<file path="config.mk">
export PLATFORM = sky130hd
export DESIGN_NAME = nonpreemptive_job_dispatcher_top
export DESIGN_NICKNAME = d
export VERILOG_FILES = /design/src/rtl/core/njd_pkg.sv /design/src/rtl/core/njd_table_ram.sv /design/src/rtl/core/njd_sched.sv /design/src/rtl/core/nonpreemptive_job_dispatcher_top.sv
export SDC_FILE = /design/constraint.sdc
export NUM_CORES = 2
export LEC_CHECK = 0
export BUFFER_PORTS_ARGS = -buffer_cell sky130_fd_sc_hd__buf_2
export CAP_MARGIN = 0
export CORE_ASPECT_RATIO = 2
export CORE_MARGIN = 5
export CORE_UTILIZATION = 35
export DETAILED_ROUTE_END_ITERATION = 8
export GPL_ROUTABILITY_DRIVEN = 0
export PLACE_DENSITY = 0.6
export SYNTH_ARGS = -nofsm -noshare
export SYNTH_HDL_FRONTEND = slang
export SYNTH_SLANG_ARGS = --single-unit
export TNS_END_PERCENT = 1
</file>
<file path="constraint.sdc">
create_clock -name clk -period 7.7 [get_ports clk]
set_input_delay 1.54 -clock clk [delete_from_list [all_inputs] [get_ports clk]]
set_output_delay 1.54 -clock clk [all_outputs]
set_load 0.05 [all_outputs]
</file>
<file path="src/rtl/core/njd_pkg.sv">
// ============================================================================
// njd_pkg
// Shared types, constants and helpers for the job dispatcher.
// ============================================================================
package njd_pkg;

	// Ready table geometry
	localparam int TABLE_DEPTH = 16;
	localparam int IDX_W       = (TABLE_DEPTH > 1) ? $clog2(TABLE_DEPTH) : 1;
	localparam int CNT_W       = $clog2(TABLE_DEPTH + 1);

	// Input kinds
	localparam logic FUNC_TICK    = 1'b0;
	localparam logic FUNC_ARRIVAL = 1'b1;

	// Event codes
	localparam logic [2:0] EV_ACCEPTED   = 3'd0;
	localparam logic [2:0] EV_DROPPED    = 3'd1;
	localparam logic [2:0] EV_DISPATCHED = 3'd2;
	localparam logic [2:0] EV_COMPLETED  = 3'd3;
	localparam logic [2:0] EV_IDLE       = 3'd4;
	localparam logic [2:0] EV_BUSY       = 3'd5;

	// Policy modes (unused code falls back to id order)
	localparam logic [1:0] MODE_ID    = 2'd0;
	localparam logic [1:0] MODE_BURST = 2'd1;
	localparam logic [1:0] MODE_PRIO  = 2'd2;

	// Register map
	localparam logic REG_POLICY = 1'b0;

	// One ready table entry
	typedef struct packed {
		logic [7:0]  id;
		logic [7:0]  burst;
		logic [7:0]  prio;
		logic [31:0] arrival;
	} entry_t;

	// Incoming item
	typedef struct packed {
		logic       func;
		logic [7:0] job_id;
		logic [7:0] job_burst;
		logic [7:0] job_priority;
	} item_t;

	// Result item
	typedef struct packed {
		logic [2:0]  event_res;
		logic [7:0]  out_id;
		logic [31:0] turnaround;
		logic [31:0] waiting;
		logic [15:0] dispatched_count;
		logic [15:0] idle_ticks;
		logic [4:0]  queue_length;
	} result_t;

	// Table memory ports
	typedef struct packed {
		logic             en;
		logic [IDX_W-1:0] addr;
		entry_t           data;
	} tbl_wr_t;

	typedef struct packed {
		logic             en;
		logic [IDX_W-1:0] addr;
	} tbl_rd_t;

	// Ordering key of an entry under the current policy
	function automatic logic [7:0] key_of(entry_t e, logic [1:0] mode);
		logic [7:0] k;
		case (mode)
			MODE_BURST: k = e.burst;
			MODE_PRIO:  k = e.prio;
			default:    k = e.id;
		endcase
		return k;
	endfunction

	// Fill count reported in five bits
	function automatic logic [4:0] qlen_of(logic [CNT_W-1:0] c);
		logic [CNT_W+4:0] w;
		w = (CNT_W + 5)'(c);
		return w[4:0];
	endfunction

endpackage

</file>
<file path="src/rtl/core/njd_table_ram.sv">
// ============================================================================
// njd_table_ram
// Ready table storage: one write port, one read port, registered read data.
// ============================================================================
module njd_table_ram (
	input  logic            clk,
	input  njd_pkg::tbl_wr_t wr,
	input  njd_pkg::tbl_rd_t rd,
	output njd_pkg::entry_t  rd_data
);
	import njd_pkg::*;

	entry_t mem [TABLE_DEPTH];

	// Write and registered read
	always_ff @(posedge clk) begin
		if (wr.en) begin
			mem[wr.addr] <= wr.data;
		end
		if (rd.en) begin
			rd_data <= mem[rd.addr];
		end
	end

endmodule

</file>
<file path="src/rtl/core/njd_sched.sv">
// ============================================================================
// njd_sched
// Dispatch sequencer: run state, tick clock, table scan and gap closing.
// ============================================================================
module njd_sched (
	input  logic              clk,
	input  logic              arst_n,
	input  logic [1:0]        mode,
	input  logic              item_valid,
	output logic              item_ready,
	input  njd_pkg::item_t    item,
	output logic              res_valid,
	input  logic              res_take,
	output njd_pkg::result_t  res
);
	import njd_pkg::*;

	typedef enum logic [5:0] {
		ST_IDLE  = 6'b000001,
		ST_SCAN  = 6'b000010,
		ST_DISP  = 6'b000100,
		ST_SHIFT = 6'b001000,
		ST_FIN   = 6'b010000,
		ST_EMIT  = 6'b100000
	} state_t;

	state_t           state_q;
	logic [CNT_W-1:0] count_q;
	logic [31:0]      tick_q;
	logic             running_q;
	logic [7:0]       remaining_q;
	logic [7:0]       run_id_q;
	logic [7:0]       run_burst_q;
	logic [31:0]      run_arrival_q;
	logic [15:0]      dispatch_q;
	logic [15:0]      idle_q;

	logic [2:0]       res_ev_q;
	logic [7:0]       res_id_q;
	logic [31:0]      res_tat_q;
	logic [IDX_W-1:0] rd_idx_q;
	logic [IDX_W-1:0] best_idx_q;
	logic [7:0]       best_key_q;
	entry_t           best_ent_q;
	logic [IDX_W-1:0] sh_idx_q;

	tbl_wr_t          tbl_wr;
	tbl_rd_t          tbl_rd;
	entry_t           tbl_rdata;

	logic             accept;
	logic             is_full;
	logic [7:0]       cur_key;
	logic             scan_take;
	logic             scan_last;
	logic             disp_shift;
	logic             shift_more;

	njd_table_ram u_table (
		.clk     (clk),
		.wr      (tbl_wr),
		.rd      (tbl_rd),
		.rd_data (tbl_rdata)
	);

	assign item_ready = (state_q == ST_IDLE);
	assign accept     = item_valid && item_ready;
	assign is_full    = (count_q >= CNT_W'(TABLE_DEPTH));

	// Scan compare: strict less keeps the earliest entry on ties
	assign cur_key    = key_of(tbl_rdata, mode);
	assign scan_take  = (rd_idx_q == '0) || (cur_key < best_key_q);
	assign scan_last  = ((CNT_W'(rd_idx_q) + CNT_W'(1)) >= count_q);
	// count_q is still the old count in DISP and the new count in SHIFT
	assign disp_shift = ((CNT_W'(best_idx_q) + CNT_W'(1)) < count_q);
	assign shift_more = (CNT_W'(sh_idx_q) < count_q);

	// Table port requests; reads and writes never target the same entry
	always_comb begin
		tbl_wr = '0;
		tbl_rd = '0;
		case (state_q)
			ST_IDLE: begin
				if (accept && item.func == FUNC_ARRIVAL && !is_full) begin
					tbl_wr.en         = 1'b1;
					tbl_wr.addr       = count_q[IDX_W-1:0];
					tbl_wr.data.id    = item.job_id;
					tbl_wr.data.burst = item.job_burst;
					tbl_wr.data.prio  = item.job_priority;
					tbl_wr.data.arrival = tick_q;
				end
				if (accept && item.func == FUNC_TICK && !running_q && count_q != '0) begin
					tbl_rd.en   = 1'b1;
					tbl_rd.addr = '0;
				end
			end
			ST_SCAN: begin
				if (!scan_last) begin
					tbl_rd.en   = 1'b1;
					tbl_rd.addr = rd_idx_q + IDX_W'(1);
				end
			end
			ST_DISP: begin
				if (disp_shift) begin
					tbl_rd.en   = 1'b1;
					tbl_rd.addr = best_idx_q + IDX_W'(1);
				end
			end
			ST_SHIFT: begin
				tbl_wr.en   = 1'b1;
				tbl_wr.addr = sh_idx_q - IDX_W'(1);
				tbl_wr.data = tbl_rdata;
				if (shift_more) begin
					tbl_rd.en   = 1'b1;
					tbl_rd.addr = sh_idx_q + IDX_W'(1);
				end
			end
			default: begin
			end
		endcase
	end

	// Control and job state
	always_ff @(posedge clk or negedge arst_n) begin
		if (!arst_n) begin
			state_q       <= ST_IDLE;
			count_q       <= '0;
			tick_q        <= '0;
			running_q     <= 1'b0;
			remaining_q   <= '0;
			run_id_q      <= '0;
			run_burst_q   <= '0;
			run_arrival_q <= '0;
			dispatch_q    <= '0;
			idle_q        <= '0;
		end else begin
			case (state_q)
				ST_IDLE: begin
					if (accept) begin
						if (item.func == FUNC_ARRIVAL) begin
							if (!is_full) begin
								count_q <= count_q + CNT_W'(1);
							end
							state_q <= ST_EMIT;
						end else begin
							tick_q <= tick_q + 32'd1;
							if (running_q) begin
								if (remaining_q <= 8'd1) begin
									running_q   <= 1'b0;
									remaining_q <= '0;
									state_q     <= ST_FIN;
								end else begin
									remaining_q <= remaining_q - 8'd1;
									state_q     <= ST_EMIT;
								end
							end else if (count_q == '0) begin
								idle_q  <= idle_q + 16'd1;
								state_q <= ST_EMIT;
							end else begin
								state_q <= ST_SCAN;
							end
						end
					end
				end
				ST_SCAN: begin
					if (scan_last) begin
						state_q <= ST_DISP;
					end
				end
				ST_DISP: begin
					run_id_q      <= best_ent_q.id;
					run_burst_q   <= best_ent_q.burst;
					remaining_q   <= best_ent_q.burst;
					run_arrival_q <= best_ent_q.arrival;
					running_q     <= 1'b1;
					count_q       <= count_q - CNT_W'(1);
					dispatch_q    <= dispatch_q + 16'd1;
					state_q       <= disp_shift ? ST_SHIFT : ST_EMIT;
				end
				ST_SHIFT: begin
					if (!shift_more) begin
						state_q <= ST_EMIT;
					end
				end
				ST_FIN: begin
					state_q <= ST_EMIT;
				end
				ST_EMIT: begin
					if (res_take) begin
						state_q <= ST_IDLE;
					end
				end
				default: begin
					state_q <= ST_IDLE;
				end
			endcase
		end
	end

	// Scan pointers, best candidate and pending result
	always_ff @(posedge clk) begin
		case (state_q)
			ST_IDLE: begin
				rd_idx_q  <= '0;
				res_tat_q <= '0;
				if (item.func == FUNC_ARRIVAL) begin
					res_ev_q <= is_full ? EV_DROPPED : EV_ACCEPTED;
					res_id_q <= item.job_id;
				end else if (running_q) begin
					res_ev_q <= (remaining_q <= 8'd1) ? EV_COMPLETED : EV_BUSY;
					res_id_q <= run_id_q;
				end else begin
					res_ev_q <= EV_IDLE;
					res_id_q <= '0;
				end
			end
			ST_SCAN: begin
				if (scan_take) begin
					best_idx_q <= rd_idx_q;
					best_key_q <= cur_key;
					best_ent_q <= tbl_rdata;
				end
				if (!scan_last) begin
					rd_idx_q <= rd_idx_q + IDX_W'(1);
				end
			end
			ST_DISP: begin
				res_ev_q  <= EV_DISPATCHED;
				res_id_q  <= best_ent_q.id;
				res_tat_q <= '0;
				sh_idx_q  <= best_idx_q + IDX_W'(1);
			end
			ST_SHIFT: begin
				if (shift_more) begin
					sh_idx_q <= sh_idx_q + IDX_W'(1);
				end
			end
			ST_FIN: begin
				res_tat_q <= tick_q - run_arrival_q;
			end
			default: begin
			end
		endcase
	end

	// Result assembly
	assign res_valid = (state_q == ST_EMIT);

	always_comb begin
		res.event_res        = res_ev_q;
		res.out_id           = res_id_q;
		res.turnaround       = res_tat_q;
		res.waiting          = (res_ev_q == EV_COMPLETED) ?
		                       (res_tat_q - 32'(run_burst_q)) : '0;
		res.dispatched_count = dispatch_q;
		res.idle_ticks       = idle_q;
		res.queue_length     = qlen_of(count_q);
	end

endmodule

</file>
<file path="src/rtl/core/nonpreemptive_job_dispatcher_top.sv">
// ============================================================================
// nonpreemptive_job_dispatcher_top
// Non-preemptive job dispatcher with a sixteen-entry ready table.
// ============================================================================
// Usage:
//   Input stream (s_*): s_tuser is the kind (0 tick, 1 arrival), s_tdata
//   carries the arriving job's id, burst and priority. Every input
//   transaction yields exactly one output transaction on m_*; m_tuser is the
//   event code, m_tdata the job id, timing figures and counters.
//   The policy register (smallest id, burst or priority value) is written
//   through the APB port at address 0; the user must write it only while
//   the block is idle, which the block itself does not enforce. Arrivals,
//   idle and busy ticks go from the EMIT state to the output register; a
//   completion passes the FIN state first. A dispatching tick scans the
//   table through the single memory read port, one entry per cycle, then
//   closes the gap left by the chosen entry one entry per cycle.
//   One item is in work at a time; s_tready is high while the sequencer waits
//   for work, and a new item is taken while an earlier result still sits in
//   the output register. A stalled receiver holds the result there and the
//   next result waits in the sequencer until it is taken.
//   Reset empties the table and clears the clock, counters and policy; no
//   clearing pass is needed.
// ============================================================================
module nonpreemptive_job_dispatcher_top (
	input  logic         clk,
	input  logic         arst_n,
	// Input stream
	input  logic         s_tvalid,
	output logic         s_tready,
	input  logic [23:0]  s_tdata,   // job_id[7:0], job_burst[15:8], job_priority[23:16]
	input  logic [0:0]   s_tuser,   // func[0]
	// Output stream
	output logic         m_tvalid,
	input  logic         m_tready,
	output logic [111:0] m_tdata,   // out_id[7:0], turnaround[39:8], waiting[71:40],
	                                // dispatched_count[87:72], idle_ticks[103:88],
	                                // queue_length[108:104], zero[111:109]
	output logic [2:0]   m_tuser,   // event_res[2:0]
	// Configuration
	input  logic         psel,
	input  logic         penable,
	input  logic         pwrite,
	input  logic [2:0]   paddr,
	input  logic [31:0]  pwdata,
	output logic [31:0]  prdata,
	output logic         pready
);
	import njd_pkg::*;

	logic [1:0] mode_q;
	item_t      item;
	result_t    res;
	logic       res_valid;
	logic       res_take;
	logic       m_valid_q;
	result_t    m_res_q;

	// Configuration register
	assign pready = 1'b1;

	always_ff @(posedge clk or negedge arst_n) begin
		if (!arst_n) begin
			mode_q <= MODE_ID;
		end else if (psel && penable && pwrite && pready && paddr[2] == REG_POLICY) begin
			mode_q <= pwdata[1:0];
		end
	end

	assign prdata = (paddr[2] == REG_POLICY) ? {30'd0, mode_q} : '0;

	// Input unpacking
	always_comb begin
		item.func         = s_tuser[0];
		item.job_id       = s_tdata[7:0];
		item.job_burst    = s_tdata[15:8];
		item.job_priority = s_tdata[23:16];
	end

	njd_sched u_sched (
		.clk        (clk),
		.arst_n     (arst_n),
		.mode       (mode_q),
		.item_valid (s_tvalid),
		.item_ready (s_tready),
		.item       (item),
		.res_valid  (res_valid),
		.res_take   (res_take),
		.res        (res)
	);

	// Output register
	assign res_take = res_valid && (!m_valid_q || m_tready);

	always_ff @(posedge clk or negedge arst_n) begin
		if (!arst_n) begin
			m_valid_q <= 1'b0;
		end else if (res_take) begin
			m_valid_q <= 1'b1;
		end else if (m_tready) begin
			m_valid_q <= 1'b0;
		end
	end

	always_ff @(posedge clk) begin
		if (res_take) begin
			m_res_q <= res;
		end
	end

	assign m_tvalid = m_valid_q;
	assign m_tuser  = m_res_q.event_res;
	assign m_tdata  = {3'd0, m_res_q.queue_length, m_res_q.idle_ticks,
	                   m_res_q.dispatched_count, m_res_q.waiting,
	                   m_res_q.turnaround, m_res_q.out_id};

	// Checks
	a_busy_excl: assert property (@(posedge clk) disable iff (!arst_n)
		!(s_tready && res_valid))
		else $error("sequencer offers a result while taking input");

	a_tat_only_done: assert property (@(posedge clk) disable iff (!arst_n)
		(m_valid_q && m_res_q.event_res != EV_COMPLETED) |->
		(m_res_q.turnaround == '0 && m_res_q.waiting == '0))
		else $error("timing figures on a non-completion event");

	a_idle_no_id: assert property (@(posedge clk) disable iff (!arst_n)
		(res_take && res.event_res == EV_IDLE) |-> (res.out_id == '0))
		else $error("idle tick carries a job id");

	a_take_loads: assert property (@(posedge clk) disable iff (!arst_n)
		res_take |=> (m_valid_q && m_res_q.event_res == $past(res.event_res)))
		else $error("output register missed a result");

endmodule
</file>
# Word-level counts from Yosys, hierarchy flattened
# Memories as Yosys holds them, arrays and structs flattened. A register that Yosys moved wholly into a read port is not among the register bits.
# Index checks and enable logic that the tools add are counted.
# Widths: inputs -> output; s select.
[totals]
regBits = 358
mem_bits_rw = 896
elab_cells = 155
mem_count = 1
out_inout_bits = 150
[memory_table]
columns = ["name", "depth", "width", "read_ports", "rd_ports_with_merged_regs", "write_ports", "line_no", "text"]
rows = [
  ["u_sched.u_table.mem", 16, 56, 1, 1, 1, "njd_table_ram.sv:13", "entry_t mem [TABLE_DEPTH];"],
]
[classes]
n_eq_ne = 19
add_sub_neg = 14
n_lt_le_gt_ge = 6
mux = 50
n_bitwise = 3
n_reduce_logical = 33
[op_table]
columns = ["cell", "count"]
rows = [
  ["$pmux 61 s2", 1],
  ["$pmux 32 s2", 1],
  ["$mux 61", 1],
  ["$mux 6", 9],
  ["$mux 8", 6],
  ["$pmux 8 s2", 3],
  ["$pmux 6 s6", 1],
  ["$mux 5", 7],
  ["$add 16x1->16 const B", 2],
  ["$add 32x1->32 const B", 1],
  ["$sub 32x32->32", 1],
  ["$sub 32x8->32", 1],
  ["$pmux 5 s4", 1],
  ["$pmux 4 s2", 2],
  ["$ne 2x2->1 const B", 7],
  ["$add 4x1->4 const B", 3],
  ["$reduce_and 4->1", 3],
  ["$add 4x1->5 const B", 2],
  ["$logic_and 1x1->1", 10],
  ["$pmux 5 s2", 1],
  ["$reduce_bool 2->1", 5],
  ["$mux 1", 9],
  ["$mux 3", 3],
  ["$le 8x1->1 const B", 1],
  ["33 further kinds", 44],
]

# Longest topological paths before layout
[logic_depth]
depth_word = 8
depth_mapped = 18
mapped_depth_nobuf = 13

# By module
# Synthesis repeated with hierarchy kept, for this count alone.
[unflattened]
hier_cells = 2980
hier_area_um2 = 52710.6
[modules_own_cells]
columns = ["mod", "n_inst", "cells_each", "area_per_inst_um2", "seq_area_each_um2"]
rows = [
  ["njd_table_ram", 1, 1445, 35238.8, 28587.4],
  ["njd_sched", 1, 1376, 13680.6, 6637.6],
  ["nonpreemptive_job_dispatcher_top", 1, 159, 3791.1, 3438.3],
]

# Worst setup path before layout
# Ideal clock, no wire load.
[synth_timing]
path_type = "input to register"
from = "input port m_tready"
to = "register m_res_q, in the netlist m_tdata[0], enable pin"
stages = 2
n_path_buf = 0
arrival_ns = 6.628
setup_slack_ns = 0.477
setup_ns = 0.595
cell_sequence = "nand2b_1 nor2b_1"
[synth_via]
elab_chain_len = 2
[synth_rtl]
columns = ["item", "line_no", "text"]
rows = [
  ["start: declaration", "nonpreemptive_job_dispatcher_top.sv:34", "input logic m_tready,"],
  ["$logic_or 1x1->1", "nonpreemptive_job_dispatcher_top.sv:92", "assign res_take = res_valid && (!m_valid_q || m_tready);"],
  ["$logic_and 1x1->1", "nonpreemptive_job_dispatcher_top.sv:92", ""],
  ["net res_take", "nonpreemptive_job_dispatcher_top.sv:54", "logic res_take;"],
  ["end signal: assignment", "nonpreemptive_job_dispatcher_top.sv:106", "m_res_q <= res;"],
  ["end: declaration", "nonpreemptive_job_dispatcher_top.sv:56", "result_t m_res_q;"],
]
# The timed path passes the listed nets, and every way through them passes these cells.
# A chain may end at the register's enable or synchronous reset.

# Worst setup path in the final report
[layout_timing]
from = "register u_sched.rd_idx_q[0]"
to = "register u_sched.u_table.rd_data[23] (netlist name)"
[layout_via]
elab_chain_len = 4
elab_cells_between_ends = 5
cone_classes = "add/sub (2); order compare (1); mux (2)"
[layout_rtl]
columns = ["item", "line_no", "text"]
rows = [
  ["start: declaration", "njd_sched.sv:41", "logic [IDX_W-1:0] rd_idx_q;"],
  ["start signal: assignment", "njd_sched.sv:224", "rd_idx_q <= rd_idx_q + IDX_W'(1);"],
  ["$add 4x1->5", "njd_sched.sv:73", "assign scan_last = ((CNT_W'(rd_idx_q) + CNT_W'(1)) >= count_q);"],
  ["$ge 5x5->1", "njd_sched.sv:73", ""],
  ["$mux 5 (*)", "njd_sched.sv:98", "if (!scan_last) begin"],
  ["$pmux 5 s4 (*)", "njd_sched.sv:82", "case (state_q)"],
]
# Mark *: on every way between the ends. The rest lies on a longest branch, timed or not.

==> results.json <==
{
  "outcome": "finished clean",
  "met1_length_um": 52000,
  "drtIter0Drc": 2554,
  "hold_viol_final": 0,
  "cts_buffer_depth": 3,
  "core_area_sq_um": 154000,
  "first_global_vias": 32221,
  "ys_types": 78,
  "drtPass1Iterations": 6,
  "post_cts_buffers": 0,
  "synth_edf_count": 1175,
  "drt.antenna.violating_nets": 0,
  "cp.arrival_ns": 5.15,
  "drcViolationCount": 0,
  "switching_share": 0.302,
  "cp.required_ns": 8.21,
  "wl_met3_um": 7720,
  "p_total_mw": 18.7,
  "via_per_inst": 5.19,
  "setup_ws_ns": 3.06,
  "worstMarginPinSlew_ns": 1.32,
  "cts_tree": "done",
  "whs_ns": 0.420,
  "ys_ff_latch": 1310,
  "switching_power_mw": 5.65,
  "syn2layout_area_growth_pct": 13.2,
  "final-setup-viol-count": 0,
  "clk_pin_slew_ns": 0.07,
  "routed_wl_um": 143000,
  "pwr-share-comb": 0.204,
  "clockPowerShare": 0.318,
  "synthesis.instances": 3895,
  "p_leak_nw": 23.4,
  "die_w_um": 288,
  "die_area_sq_um": 163000,
  "top_layer": "met4",
  "slew_viol_final": 0,
  "rsz0062_at_grt": "false",
  "maxCapViolations": 0,
  "syn_area_sq_um": 54100,
  "synthFlopType": "edfxtp_1",
  "synth.yosys.seq_area_share": 0.714,
  "syn_area_per_cell_sq_um": 13.9,
  "fmax_ghz": 0.215,
  "r2r_cells": 11,
  "nets": 4176,
  "via_count": 32114,
  "overflow": 0,
  "cp_max_fo": 135,
  "pin_count": 217,
  "internal_power_mw": 13.1,
  "cts_root_buf": "clkbuf_16",
  "start_kind": "flip-flop",
  "dp_hpwl_um": 87500,
  "layout-drive-gt1-share": 0.109,
  "grt_use_total": 0.170,
  "synthArstFlopShare": 0.103,
  "htree_levels": 3,
  "vdd_drop_max_mv": 0.222,
  "design_area_sq_um": 61300,
  "grt_pass1_wl_um": 209000,
  "dpl_cell_area_sq_um": 57400,
  "pwr-share-seq": 0.478,
  "post-route-util": 0.398,
  "die_h_um": 566,
  "row_count": 204,
  "min_period_ns": 4.64,
  "worstSetupPathType": "flip-flop to flip-flop",
  "wl_met2_um": 77000,
  "antenna_found_initial": 5,
  "clock_skew_ns": 0.0376,
  "dpl_worst_slack_ns": 2.41,
  "hold_path.class": "flip-flop to flip-flop",
  "yosys_warnings": 0,
  "initial_utilization": 0.351,
  "relSlewSlack": 0.119,
  "insertion_delay_ns": 0.73,
  "cts.sinks": 1310,
  "dp.cells": 5979,
  "io_buffers": 150,
  "min_path_cells": 0,
  "fin_tns_setup_ns": 0,
  "grt_max_degree": 142,
  "crit_path_end_kind": "flip-flop",
  "avgRoutedWirePerCell_um": 23.0,
  "fin_crit_sh": 0.603,
  "cts_resized": 0,
  "cts_hold_buf": 0,
  "fin_cells": 6193,
  "cts_inserted_buffers": 112,
  "power.density_nw_per_um2": 306
}
[cells in the final DEF (no fill, tap or decap), types with 28 or more instances in the layout]
cell type / n
a21o_1: 52
a21oi_1: 77
a221o_1: 64
a22o_1: 56
and3_1: 81
buf_2: 149
buf_4: 53
clkbuf_16: 115
conb_1: 34
dfrtp_1: 134
edfxtp_1: 1175
ha_1: 73
inv_1: 75
mux2i_1: 208
nand2_1: 737
nand3_1: 226
nand3b_1: 41
nor2_1: 112
nor3_1: 28
o21ai_0: 109
o311ai_1: 32
xnor2_1: 64
xor2_1: 44
[kinds of logic after synthesis]
family,synth area share
flip-flops,0.714
AO/OA/AOI/OAI,0.0727
other,0.000139
AND/OR/NAND/NOR,0.112
XOR/XNOR,0.0175
buffers and inverters,0.0266
multiplexers,0.0391
adder cells (fa/ha/maj),0.0180
[path summary, 6_finish.rpt]
check / start / end / slack (ns)
max in group asynchronous: arst_n / u_sched.idle_q[7] / 5.98
worst min-delay path: u_sched.res_id_q[5] / m_tdata[5] / 0.42
min in group asynchronous: arst_n / u_sched.count_q[0] / 0.69
worst min register to register: u_sched.res_id_q[5] / m_tdata[5] / 0.42
worst max register to register: u_sched.rd_idx_q[0] / u_sched.u_table.rd_data[23] / 3.06
worst max-delay path: u_sched.rd_idx_q[0] / u_sched.u_table.rd_data[23] / 3.06
[metal layers]
layer,vias up,track usage
li1,14726,-
met1,16034,0.196
met2,1078,0.320
met3,276,0.0184
met4,0,0.0682
met5,-,0
[synth_stat cells (5+ instances only)]
cell type | count | share of area
nand2_1 | 737 | 0.051
a221o_1 | 64 | 0.012
xnor2_1 | 64 | 0.010
edfxtp_1 | 1175 | 0.65
inv_1 | 75 | 0.0052
nor2b_1 | 15 | 0.0017
buf_1 | 22 | 0.0015
o21ai_0 | 109 | 0.010
nor4_1 | 8 | 0.00092
nand2b_1 | 12 | 0.0014
a31oi_1 | 10 | 0.0012
xor2_1 | 44 | 0.0071
a21oi_1 | 78 | 0.0072
a22o_1 | 56 | 0.0091
dfrtp_1 | 134 | 0.062
o21a_1 | 13 | 0.0018
buf_6 | 13 | 0.0027
a221oi_1 | 6 | 0.00097
a32oi_1 | 26 | 0.0042
clkbuf_1 | 108 | 0.0075
a211oi_1 | 10 | 0.0014
or3_1 | 9 | 0.0010
buf_2 | 52 | 0.0048
or2_2 | 5 | 0.00058
o311ai_1 | 32 | 0.0052
o221ai_1 | 19 | 0.0031
and3_1 | 81 | 0.0094
nand3_1 | 226 | 0.021
nand4_1 | 16 | 0.0018
a22oi_1 | 19 | 0.0026
a21o_1 | 52 | 0.0072
nor3_1 | 28 | 0.0026
and2_1 | 5 | 0.00058
buf_4 | 34 | 0.0047
nand3b_1 | 41 | 0.0057
mux2i_1 | 208 | 0.038
or4_1 | 8 | 0.0011
a21boi_0 | 5 | 0.00069
nor2_1 | 129 | 0.0089
o211ai_1 | 5 | 0.00069
o31ai_1 | 7 | 0.00097
ha_1 | 73 | 0.017
and4_1 | 6 | 0.00097
[power by group through the flow]
stage               Clock [mW]  Combinational, mW  Sequential [mW]
finish                    5.96               3.83             8.95
global route              6.36               4.22             9.01
CTS                       6.10               3.87             8.95
detailed placement           0               3.85             9.11
global placement             0               3.80             9.09
floorplan                    0               2.41             9.38
[state kept, by name, indices dropped and copies added, names as in the netlist, 5 cells and up]
signal,cells
u_sched.run_id_q,8
u_sched.run_burst_q,8
u_sched.count_q,5
u_sched.best_key_q,8
u_sched.u_table.mem,896
u_sched.dispatch_q,16
u_sched.run_arrival_q,32
u_sched.state_q,6
u_sched.res_id_q,8
u_sched.res_tat_q,32
u_sched.tick_q,32
u_sched.best_ent_q,48
u_sched.remaining_q,8
u_sched.u_table.rd_data,56
m_tdata,109
u_sched.idle_q,16
[critical path, cell delays in order, from the launching register on]
cell and delay [ns]:
edfxtp_1 0.55, ha_1 0.29, xor2_1 0.18, ha_1 0.32
nand2_1 0.05, o21ai_0 0.21, a31o_1 0.44, o221a_4 0.58
buf_12 0.54, mux2i_1 0.18, a221o_1 0.43, o311ai_1 0.35
[cell type report]
class / instances / area [sq um]
Clock inverter: 79 / 903
Inverter: 77 / 292
Sequential cell: 1310 / 38700
Multi-Input combinational cell: 2311 / 14400
Tap cell: 2060 / 2580
Timing Repair Buffer: 221 / 1520
Fill cell: 14330 / 92900
Clock buffer: 134 / 2980
Antenna cell: 1 / 2.50
No activity file was read; power rests on OpenSTA's default activity.
